File: config.mk
export PLATFORM = sky130hd
export DESIGN_NAME = shmf_ctrl
export DESIGN_NICKNAME = d
export VERILOG_FILES = /design/src/rtl/core/shmf_pkg.sv /design/src/rtl/core/shmf_ctrl.sv
export SDC_FILE = /design/constraint.sdc
export NUM_CORES = 1
export LEC_CHECK = 0
export BUFFER_PORTS_ARGS = -buffer_cell sky130_fd_sc_hd__buf_2
export CORE_MARGIN = 2
export CORE_UTILIZATION = 35
export CTS_BUF_LIST = sky130_fd_sc_hd__clkbuf_8
export DETAILED_ROUTE_END_ITERATION = 12
export GPL_ROUTABILITY_DRIVEN = 0
export GPL_TIMING_DRIVEN = 0
export PLACE_DENSITY = 0.68
export SYNTH_ARGS = -nofsm -noshare
export SYNTH_HDL_FRONTEND = slang
export SYNTH_SLANG_ARGS = --single-unit
File: constraint.sdc
create_clock -name clk_i -period 3.8 [get_ports clk_i]
set_input_delay 0.57 -clock clk_i [delete_from_list [all_inputs] [get_ports clk_i]]
set_output_delay 0.57 -clock clk_i [all_outputs]
set_load 0.05 [all_outputs]
File: src/rtl/core/shmf_pkg.sv
// Shared types and constants of the sliding histogram median filter
`timescale 1ns / 1ps
package shmf_pkg;

  localparam int CFG_DW     = 11;
  localparam int CFG_IW     = 2;
  localparam int PIX_W      = 8;
  localparam int BINS       = 256;
  localparam int BIN_AW     = $clog2(BINS);
  localparam int CNT_W      = 8;
  localparam int SUM_W      = 16;
  localparam int ROW_W      = 11;
  localparam int MAX_HEIGHT = 1024;

  localparam logic [CFG_DW-1:0] W_RST = 11'd640;
  localparam logic [CFG_DW-1:0] H_RST = 11'd480;
  localparam logic [2:0]        R_RST = 3'd1;

  localparam logic              OP_PIXEL = 1'b0;
  localparam logic [PIX_W-1:0]  MED_NONE = 8'd255;
  localparam logic [BIN_AW-1:0] BIN_LAST = 8'd255;

  typedef enum logic [CFG_IW-1:0] {
    REG_WIDTH  = 2'd0,
    REG_HEIGHT = 2'd1,
    REG_RADIUS = 2'd2
  } cfg_reg_e;

  typedef struct packed {
    logic idle;
    logic take;
    logic eval;
    logic prep;
    logic addr;
    logic rd_line;
    logic rd_hist;
    logic wr_hist;
    logic scan;
    logic emit;
    logic adv;
  } shmf_cmd_t;

  typedef struct packed {
    logic kind_ok;
    logic has_out;
    logic job_last;
    logic scan_done;
    logic ox_last;
    logic out_free;
  } shmf_sts_t;

endpackage

File: src/rtl/core/shmf_ctrl.sv
// Sequencing state machine of the median filter
`timescale 1ns / 1ps
module shmf_ctrl (
  input  logic                clk_i,
  input  logic                rst_ni,
  input  logic                in_valid_i,
  output logic                in_stall_o,
  output logic                cfg_ready_o,
  input  shmf_pkg::shmf_sts_t sts_i,
  output shmf_pkg::shmf_cmd_t cmd_o
);
  import shmf_pkg::*;

  typedef enum logic [9:0] {
    S_IDLE = 10'b00_0000_0001,
    S_EVAL = 10'b00_0000_0010,
    S_PREP = 10'b00_0000_0100,
    S_ADDR = 10'b00_0000_1000,
    S_RDLN = 10'b00_0001_0000,
    S_RDHS = 10'b00_0010_0000,
    S_WRHS = 10'b00_0100_0000,
    S_SCAN = 10'b00_1000_0000,
    S_EMIT = 10'b01_0000_0000,
    S_ADV  = 10'b10_0000_0000
  } state_e;

  state_e state_q, state_d;

  always_ff @(posedge clk_i or negedge rst_ni) begin
    if (!rst_ni) begin
      state_q <= S_IDLE;
    end else begin
      state_q <= state_d;
    end
  end

  always_comb begin
    state_d = state_q;
    cmd_o   = '0;
    unique case (state_q)
      S_IDLE: begin
        cmd_o.idle = 1'b1;
        if (in_valid_i) begin
          cmd_o.take = 1'b1;
          state_d    = S_EVAL;
        end
      end
      S_EVAL: begin
        cmd_o.eval = 1'b1;
        if (!sts_i.kind_ok) begin
          state_d = S_IDLE;
        end else if (sts_i.has_out) begin
          state_d = S_PREP;
        end else begin
          state_d = S_ADV;
        end
      end
      S_PREP: begin
        cmd_o.prep = 1'b1;
        state_d    = S_ADDR;
      end
      S_ADDR: begin
        cmd_o.addr = 1'b1;
        state_d    = S_RDLN;
      end
      S_RDLN: begin
        cmd_o.rd_line = 1'b1;
        state_d       = S_RDHS;
      end
      S_RDHS: begin
        cmd_o.rd_hist = 1'b1;
        state_d       = S_WRHS;
      end
      S_WRHS: begin
        cmd_o.wr_hist = 1'b1;
        state_d       = sts_i.job_last ? S_SCAN : S_ADDR;
      end
      S_SCAN: begin
        cmd_o.scan = 1'b1;
        if (sts_i.scan_done) begin
          state_d = S_EMIT;
        end
      end
      S_EMIT: begin
        if (sts_i.out_free) begin
          cmd_o.emit = 1'b1;
          state_d    = sts_i.ox_last ? S_ADV : S_PREP;
        end
      end
      S_ADV: begin
        cmd_o.adv = 1'b1;
        state_d   = S_IDLE;
      end
      default: begin
        state_d = S_IDLE;
      end
    endcase
  end

  assign in_stall_o  = (state_q != S_IDLE);
  assign cfg_ready_o = (state_q == S_IDLE);

endmodule

Word level (Yosys, flattened, before mapping)
Cells that the tools add are included.
{ "classes": {"n_eq_ne": 14, "n_mux": 20, "n_reduce_logical": 1} }
{ "op_table": {"columns": ["cell", "n"], "rows": [
  ["10-bit case mux with 9 select lines", 1],
  ["10-bit 2-to-1 mux", 6],
  ["1-bit 2-to-1 mux", 11],
  ["10-bit by 1-bit == test with 1-bit output, second input constant", 1],
  ["10-bit == test, second input constant", 1],
  ["10-bit by 2-bit == test with 1-bit output, second input constant", 1],
  ["10-bit by 3-bit == test with 1-bit output, second input constant", 1],
  ["10-bit by 4-bit == test with 1-bit output, second input constant", 1],
  ["10-bit by 5-bit == test with 1-bit output, second input constant", 1],
  ["10-bit by 6-bit == test with 1-bit output, second input constant", 1],
  ["10-bit by 7-bit == test with 1-bit output, second input constant", 1],
  ["10-bit by 8-bit == test with 1-bit output, second input constant", 1],
  ["10-bit by 9-bit == test with 1-bit output, second input constant", 1],
  ["10-bit by 1-bit inequality test with 1-bit output, second input constant", 1],
  ["8-bit 2-to-1 mux", 1],
  ["2-bit inequality test, second input constant", 3],
  ["3-bit AND reduction", 1],
  ["2-bit 2-to-1 mux", 1]
]} }
{ "totals": {"word_cells": 36, "register_bits": 10, "out_inout_bits": 13, "inputBits": 9} }

Depth between registers and ports, before layout
Gate-level depths: netlist of run 1.
{ "depth": {"depth_word": 3, "mapped_depth": 5, "depth_no_buf": 5} }

Least setup slack after synthesis of run 1
OpenSTA, ideal clock, no wires.
{ "synth_timing": {"kind": "register to output", "start": "register state_q[1]", "end": "output cmd_o[5] (netlist bit)", "path_stages_with_launch": 5, "arrival_time_ns": 2.276, "slack_ns": 0.954, "n_path_buf": 0, "required_ns": 3.230, "cell_sequence": "dfrtp_1 > nor4_4 > nor2b_1 > nand2_1 > nor3b_1"} }
{ "synth_rtl": {"columns": ["item", "line", "text"], "rows": [
  ["start: declaration", "shmf_ctrl.sv:27", "state_e state_q, state_d;"],
  ["start signal: assignment", "shmf_ctrl.sv:33", "state_q <= state_d;"],
  ["end: declaration", "shmf_ctrl.sv:10", "output shmf_pkg::shmf_cmd_t cmd_o"]
]} }

==> results_dict.tcl, run 1 <==
set metrics [dict create \
    grt_use_met1 0.2075 \
    multi_input_area_um2 450.4 \
    worstPathCellList "or3_4 > nor3_4 > nand2_1 > inv_1 > buf_4 > buf_2" \
    hold_class "primary input to async pin" \
    grt_max_degree 11 \
    die_w_um 49.62 \
    stdcell_count 133 \
    seq_area_um2 251.5 \
    dp_hpwl_um 1283 \
    async_flop_share 1.000 \
    cts_tree "yes" \
    cts_hold_buf 0 \
    cp-startpoint "state_q[6]" \
    grt.overflow.total 0 \
    yosysTopAreaCellShare 0.3093 \
    synth_cell_type_count 34 \
    drt_iter0_drc 21 \
    top_usage_layer "met2" \
    cts_sinks 10 \
    top_regs "state_q: 10 flops" \
    ios 22 \
    slowest_delay_ns 0.43 \
    grt_first_pass_wirelength_um 2863 \
    crit_fanout 9 \
    powerDensity_nw_per_um2 596.6 \
    avgSynthCellArea_um2 8.990 \
    hold_violations 0 \
    yosysTopAreaCell "dfrtp_1" \
    arrival_ns 1.99 \
    vdd_ir_drop_max_v 0.0003940 \
    diodes 0 \
    antenna_found_initial 0 \
    syn-instance-count 81 \
    clk_latency_ns 0.24 \
    synthToLayoutAreaGrowth_pct 26.63 \
    grt_pass1_vias 637 \
    syn_area_um2 728.2 \
    cts_buffers 3 \
    synth_fp_nets 90 \
    yosysSeqAreaShare 0.3454 \
    swShare 0.4467 \
    crit_required_ns 3.23 \
    p_clk_frac 0.245 \
    start_util 0.3712 \
    power_frac_seq 0.257 \
    wl_per_cell_um 12.55 \
    drive_gt1_frac 0.3208 \
    nets 116 \
    ctsRootBufferMaster "clkbuf_8" \
    tns_ns 0 \
    ys.warnings.count 0 \
    p_sw_w 0.0002458 \
    ctsResizeCount 0 \
    final_common_cell "buf_2" \
    p_leak_nw 0.4659 \
    placementRows 16 \
    slew_headroom 0.6107 \
    coreArea_um2 1962 \
    routed_wl_um 1669 \
    clock_path_buffers 2 \
    drt-vias-per-instance 5.226 \
    dp_cells 129 \
    synth-edff-count 0 \
    rr_worst_depth 5 \
    synthTopCellsByArea "dfrtp_1 (31%), nor4_4 (5.8%), nor2_1 (4.6%)" \
    grt_usage 0.1518 \
    dieArea_um2 2462 \
    postCtsSetupRepairBufs 0 \
    finClkSkew_ns 0.004701 \
    layout_common_cells "buf_2 (21), nor2_1 (9), dfrtp_1 (9), nand2_1 (6)" \
    vias 695 \
    r2r_end "state_q[2]" \
    drc 0 \
    finalCritPeriodShare 0.6745 \
    largest_reg_flops 10 \
    ys_seq_elements 10 \
    setup_viol 0 \
    worst_pin_slew_ns 0.5794 \
    nFillCells 213 \
    crit_slowest_cell "dfrtp_1" \
    grt.met2_usage 0.2311 \
    ff2ff_setup_slack_ns 2.09 \
    port_buffers 21 \
    final_max_slew_viol_count 0 \
    met3_usage 0.05455 \
    finalCriticalPeriod_ns 2.563 \
    end_kind "output port" \
    drv_cap 0 \
    status "complete, no violations" \
    rsz0062_at_grt "false" \
    critPathKind "register to output port" \
    firstDrtPassIters 4 \
    postRouteAntennaNets 0 \
    cp-start-kind "register" \
    r2r_start "state_q[6]" \
    fmax_mhz 390.1 \
    die_h_um 49.62 \
    p_int_w 0.0003044 \
    htreeDepth 1 \
    synthFlopType "dfrtp_1" \
    crit_path_end "cmd_o[10]" \
    clk_pin_slew_ns 0.05 \
    max_flop_register "state_q" \
    pwr-share-comb 0.498 \
]
==> power groups by stage <==
stage                     Clock (W)  Sequential, W  Combinational [W]
after global placement            0       0.000142           0.000271
after global routing       0.000145       0.000144           0.000293
final                      0.000135       0.000142           0.000274
after detailed placement          0       0.000143           0.000275
after floorplan                   0       0.000140           0.000222
after CTS                  0.000137       0.000142           0.000276
==> metrics by stage <==
step | setup WS [ns] | instance area [um2] | utilization | hold WS, ns | power, W
2_1_floorplan | 0.9544 | 728.2 | - | 0.2744 | 0.0003621
3_3_place_gp | 1.517 | 867.1 | 0.4420 | 0.4465 | 0.0004137
3_5_place_dp | 1.489 | 867.1 | 0.4420 | 0.4502 | 0.0004181
4_1_cts | 1.224 | 922.1 | 0.4700 | 0.1940 | 0.0005546
5_1_grt | 1.046 | 922.1 | 0.4700 | 0.1973 | 0.0005823
6_report | 1.237 | 922.1 | 0.4700 | 0.1897 | 0.0005502
==> routing by layer <==
layer  routed length, um  share of wire
met1                 770           0.46
met2                 783           0.47
met3                 116          0.070
met4                   0              0
met5                   0              0
==> cells in the mapped netlist, types with 2 or more instances <==
library cell / count
and3_1: 5
nor2_1: 9
nor4_4: 2
o211ai_1: 2
nor3b_1: 4
dfrtp_1: 9
nand3b_1: 2
nor3_1: 3
a21oi_1: 2
nand4_1: 2
inv_1: 5
nor2b_1: 2
o22ai_1: 2
a2bb2oi_1: 2
nand2_1: 6
and2_1: 2
a21o_1: 2
o21ai_0: 2
nand3_1: 3
==> how the worst min path moves through the flow <==
stage | start | to | slack (ns) | cells after the start
final | rst_ni | state_q[7] | 0.19 | 1
after global routing | rst_ni | state_q[7] | 0.20 | 1
after CTS | rst_ni | state_q[7] | 0.19 | 1
after detailed placement | rst_ni | state_q[5] | 0.45 | 1
after global placement | rst_ni | state_q[5] | 0.45 | 1
after floorplan | rst_ni | state_q[1] | 0.27 | 0
==> logic make-up (layout without fill, tap and decap cells) <==
kind of cell,count (synthesis),count (layout),share of synthesized area
AO/OA/AOI/OAI,14,14,0.1271
XOR/XNOR,1,1,0.01203
buffers and inverters,6,31,0.03609
flip-flops,10,10,0.3454
AND/OR/NAND/NOR,50,50,0.4794
==> critical path: cells and delay by family, from the launching register on <==
| kind | cells | cell delay (ns) |
|---|---|---|
| buf+inv | 3 | 0.44 |
| flops | 1 | 0.43 |
| simple gates | 3 | 0.89 |
==> area by class of cell <==
class | count | area share
well taps | 27 | 0.03664
multi-input cells | 65 | 0.4885
inverters | 5 | 0.02035
flip-flops and latches | 10 | 0.2727
clock buffers | 4 | 0.05970
plain buffers | 1 | 0.008141
repair buffers | 21 | 0.1140
Power figures use the tool's default switching activity.
==> inputs of run 2 (changes only) <==
==> constraint.sdc (replaced) <==
create_clock -name clk_i -period 2.6 [get_ports clk_i]
set_input_delay 0.39 -clock clk_i [delete_from_list [all_inputs] [get_ports clk_i]]
set_output_delay 0.39 -clock clk_i [all_outputs]
set_load 0.05 [all_outputs]
==> run 2 against run 1 <==
Design area rose by 1.1%. Utilization rose by 0.51 points. Power rose by 47%. Critical path depth did not move. First-iteration DRC count fell by 38%. Sequential cell count did not move. Clock skew rose by 0.00057 ns. Die area did not move. Combinational power rose by 46%. Non-clock buffer count did not move. Worst setup slack got worse by 1.0 ns. Critical endpoint unchanged. Largest power group unchanged.
==> results_dict.tcl, run 2 (synthesis results as in run 1) <==
set metrics [dict create \
    status "complete, no violations" \
    grt_pass1_vias 671 \
    p_int_w 0.0004451 \
    start_util 0.3712 \
    arrival_ns 1.99 \
    finalCritPeriodShare 0.9171 \
    ctsResizeCount 0 \
    p_sw_w 0.0003635 \
    p_leak_nw 0.4685 \
    drv_cap 0 \
    critPathKind "register to output port" \
    top_regs "state_q: 10 flops" \
    grt_usage 0.1570 \
    powerDensity_nw_per_um2 867.5 \
    max_flop_register "state_q" \
    finClkSkew_ns 0.005274 \
    nets 116 \
    worst_slack_ns 0.2154 \
    wl_per_cell_um 12.71 \
    swShare 0.4496 \
    coreArea_um2 1962 \
    die_w_um 49.62 \
    pwr-share-comb 0.496 \
    ctsRootBufferMaster "clkbuf_8" \
    cp-start-kind "register" \
    cts_tree "yes" \
    tns_ns 0 \
    antenna_found_initial 0 \
    clock_path_buffers 2 \
    hold_violations 0 \
    diodes 0 \
    final_common_cell "buf_2" \
    firstDrtPassIters 4 \
    placementRows 16 \
    drc 0 \
    hold_class "primary input to async pin" \
    worst_pin_slew_ns 0.6137 \
    fin_util 0.4751 \
    end_kind "output port" \
    crit_fanout 9 \
    vdd_ir_drop_max_v 0.0007269 \
    routed_wl_um 1690 \
    stdcell_count 133 \
    dieArea_um2 2462 \
    drt_iter0_drc 13 \
    die_h_um 49.62 \
    vias 696 \
    fmax_mhz 419.4 \
    rsz0062_at_grt "false" \
    cts_sinks 10 \
    setup_viol 0 \
    p_clk_frac 0.246 \
    crit_required_ns 2.21 \
    port_buffers 21 \
    ios 22 \
    power_w 0.0008086 \
    nFillCells 219 \
    cts_buffers 3 \
    clk_latency_ns 0.24 \
    synthToLayoutAreaGrowth_pct 28.01 \
    grt_max_degree 11 \
    grt_first_pass_wirelength_um 2967 \
    dp_hpwl_um 1304 \
    final_max_slew_viol_count 0 \
    power_frac_seq 0.258 \
    finalCriticalPeriod_ns 2.385 \
    htreeDepth 1 \
    grt.overflow.total 0 \
    dp_cells 129 \
    postCtsSetupRepairBufs 0 \
    layout_common_cells "buf_2 (21), nor2_1 (9), dfrtp_1 (9), nand2_1 (6)" \
    cts_hold_buf 0 \
    slew_headroom 0.5877 \
    drt-vias-per-instance 5.233 \
    clk_pin_slew_ns 0.05 \
    drive_gt1_frac 0.3396 \
    pre_cts_slack_ns 0.4887 \
    largest_reg_flops 10 \
    postRouteAntennaNets 0 \
]
-- run 2: cell counts in the layout (fill, tap and decap cells not counted) --
Identical to the previous run, type by type.
-- run 2: routing by layer --
layer | vias up | wire length [um] | global-route usage | share of wire
met5 | - | 0 | 0 | 0
met3 | 4 | 82 | 0.02121 | 0.049
li1 | 346 | - | - | -
met2 | 24 | 765 | 0.2578 | 0.45
met4 | 0 | 34 | 0.08333 | 0.020
met1 | 322 | 808 | 0.1985 | 0.48
-- run 2: path summary, 6_finish.rpt --
path / from / cells after the start / slack, ns / to
min in group clk_i: sts_i[2] / 2 / 0.35 / state_q[7]
hold reg to reg: state_q[5] / 1 / 0.58 / state_q[5]
setup reg to reg: state_q[6] / 5 / 0.88 / state_q[2]
hold / removal: rst_ni / 1 / 0.007 / state_q[4]
max in group asynchronous: rst_ni / 1 / 2.33 / state_q[0]
setup / recovery: state_q[6] / 6 / 0.22 / cmd_o[10]
-- run 2: power groups by stage --
stage | clock network [W] | logic, W | registers, W
finish | 0.000199 | 0.000401 | 0.000208
global route | 0.000209 | 0.000433 | 0.000213
CTS | 0.000204 | 0.000402 | 0.000209
detailed placement | 0 | 0.000401 | 0.000211
global placement | 0 | 0.000397 | 0.000209
floorplan | 0 | 0.000327 | 0.000205
-- run 2: final cells by class --
class,count,area (um2),share of cell area
Multi-Input combinational cell,65,460.4,0.4940
Sequential cell,10,251.5,0.2698
Timing Repair Buffer,21,105.1,0.1128
Clock buffer,4,55.05,0.05906
Tap cell,27,33.78,0.03624
Inverter,5,18.77,0.02013
Buffer,1,7.507,0.008054
-- run 2: critical path, cell delays in order, from the launching register on --
cell and delay (ns):
dfrtp_1 0.44, or3_4 0.43, nor3_4 0.30, nand2_1 0.15, inv_1 0.09, buf_4 0.10, buf_2 0.25
-- run 2: through the flow --
stage	instance area (um2)	hold WS (ns)
2_1_floorplan	738.2	0.09441
3_3_place_gp	877.1	0.2648
3_5_place_dp	877.1	0.2751
4_1_cts	932.1	0.01635
5_1_grt	932.1	0.02441
6_report	932.1	0.006793
==> inputs of run 3 (changes only) <==
--- a/config.mk
+++ b/config.mk
@@ -8,7 +8,6 @@
 export BUFFER_PORTS_ARGS = -buffer_cell sky130_fd_sc_hd__buf_2
 export CORE_MARGIN = 2
 export CORE_UTILIZATION = 35
-export CTS_BUF_LIST = sky130_fd_sc_hd__clkbuf_8
 export DETAILED_ROUTE_END_ITERATION = 12
 export GPL_ROUTABILITY_DRIVEN = 0
 export GPL_TIMING_DRIVEN = 0
==> run 3 against run 2 <==
Sequential power barely moved. Design area decreased by 0.94%. First-iteration DRC count shrank 7.7%. Worst setup slack got worse by 0.026 ns. Combinational power about the same. Sequential share of layout area increased by 0.26 points. Clock power fell by 28%. Hold slack better by 0.31 ns.
==> results_dict.tcl, run 3 (synthesis results as in run 1) <==
set metrics [dict create \
    status "complete, no violations" \
    clock_path_buffers 2 \
    finalCritPeriodShare 0.9272 \
    fmax_mhz 414.8 \
    layout_common_cells "buf_2 (21), nor2_1 (9), dfrtp_1 (9), nand2_1 (6)" \
    worst_slack_ns 0.1893 \
    dieArea_um2 2462 \
    hold_class "primary input to register" \
    powerDensity_nw_per_um2 818.7 \
    slowest_delay_ns 0.55 \
    max_flop_register "state_q" \
    grt.overflow.total 0 \
    cts_tree "yes" \
    p_clk_frac 0.191 \
    largest_reg_flops 10 \
    final_max_slew_viol_count 0 \
    grt_max_degree 11 \
    hold_ws_ns 0.3218 \
    dp_hpwl_um 1304 \
    pwr-share-comb 0.534 \
    vias 692 \
    grt_usage 0.1602 \
    pre_cts_slack_ns 0.4887 \
    antenna_found_initial 0 \
    cts_sinks 10 \
    drc 0 \
    clk_pin_slew_ns 0.06 \
    synthToLayoutAreaGrowth_pct 26.80 \
    crit_fanout 7 \
    crit_required_ns 2.21 \
    nFillCells 221 \
    p_sw_w 0.0003588 \
    finalCriticalPeriod_ns 2.411 \
    crit_slowest_cell "nor3_1" \
    hold_violations 0 \
    ctsRootBufferMaster "clkbuf_4" \
    ctsResizeCount 0 \
    drive_gt1_frac 0.3364 \
    critPathKind "register to output port" \
    routed_wl_um 1706 \
    grt_pass1_vias 683 \
    final_common_cell "buf_2" \
    finClkSkew_ns 0.009872 \
    p_leak_nw 0.4649 \
    placementRows 16 \
    swShare 0.4746 \
    tns_ns 0 \
    clk_latency_ns 0.27 \
    grt_first_pass_wirelength_um 3015 \
    firstDrtPassIters 4 \
    arrival_ns 2.02 \
    drv_cap 0 \
    drt-vias-per-instance 5.164 \
    worst_pin_slew_ns 0.6110 \
    cp-start-kind "register" \
    stdcell_count 134 \
    htreeDepth 1 \
    setup_viol 0 \
    rsz0062_at_grt "false" \
    nets 117 \
    top_regs "state_q: 10 flops" \
    worstPathCellList "nor3_1 > nand2_1 > nor3b_2 > buf_2" \
    coreArea_um2 1962 \
    ios 22 \
    port_buffers 21 \
    wl_per_cell_um 12.73 \
    dp_cells 129 \
    end_kind "output port" \
    start_util 0.3712 \
    postRouteAntennaNets 0 \
    diodes 0 \
    cts_buffers 3 \
    critical_path_buf_inv_count 1 \
    die_h_um 49.62 \
    drt_iter0_drc 12 \
    power_frac_seq 0.275 \
    p_int_w 0.0003972 \
    slew_headroom 0.5895 \
    cp_top_family "simple AND/OR/NAND/NOR gates" \
    die_w_um 49.62 \
    vdd_ir_drop_max_v 0.0007040 \
]
## run 3: cell count changes in the layout (fill, tap and decap cells not counted), sizes merged
cell / change
dlygate4sd3: +1
## run 3: repair_timing
action | CTS | global route
setup endpoints to repair | 0 | 0
hold buffers | 1 | 0
endpoints found under the hold margin | 9 | 0
setup buffers | 0 | 0
## run 3: path summary, 6_finish.rpt
| check | endpoint | depth (start not counted) | slack, ns | start |
|---|---|---|---|---|
| max in group asynchronous | state_q[0] | 2 | 1.81 | rst_ni |
| min in group asynchronous | state_q[4] | 2 | 0.52 | rst_ni |
| setup / recovery | cmd_o[5] | 4 | 0.19 | state_q[6] |
| hold reg to reg | state_q[5] | 1 | 0.58 | state_q[5] |
| hold / removal | state_q[7] | 2 | 0.32 | sts_i[2] |
| setup reg to reg | state_q[2] | 5 | 0.89 | state_q[6] |
## run 3: metal layers
layer	part of all wire	track usage	vias to the layer above	routed length (um)
met5	0	0	-	0
met3	0.045	0.02121	4	76
met1	0.47	0.1985	316	802
met2	0.46	0.2689	23	792
li1	-	-	349	-
met4	0.021	0.08333	0	36
## run 3: final cells by class
class / instances / area [um2] / share of cell area
Timing Repair Buffer: 22 / 115.1 / 0.1247
Sequential cell: 10 / 251.5 / 0.2724
Tap cell: 27 / 33.78 / 0.03659
Buffer: 1 / 7.507 / 0.008130
Multi-Input combinational cell: 65 / 460.4 / 0.4986
Clock buffer: 4 / 36.28 / 0.03930
Inverter: 5 / 18.77 / 0.02033
## run 3: power groups by stage
stage               registers, W  clock network (W)  logic, W
floorplan               0.000205                  0  0.000327
global placement        0.000209                  0  0.000397
detailed placement      0.000211                  0  0.000401
CTS                     0.000208           0.000151  0.000403
global route            0.000213           0.000154  0.000435
finish                  0.000208           0.000144  0.000404
## run 3: metrics by stage
step	total power [W]	area, um2	utilization
finish	0.0007560	923.4	0.4707
global route	0.0008021	923.4	0.4707
CTS	0.0007626	923.4	0.4707
detailed placement	0.0006126	877.1	0.4471
global placement	0.0006054	877.1	0.4471
floorplan	0.0005321	738.2	-
## run 3: worst register-to-register path: stages (launching register included)
cell and delay, ns:
dfrtp_1 0.44, or3_4 0.43, nor3_4 0.29, nand2_1 0.15, o22ai_1 0.22, nor2_1 0.07
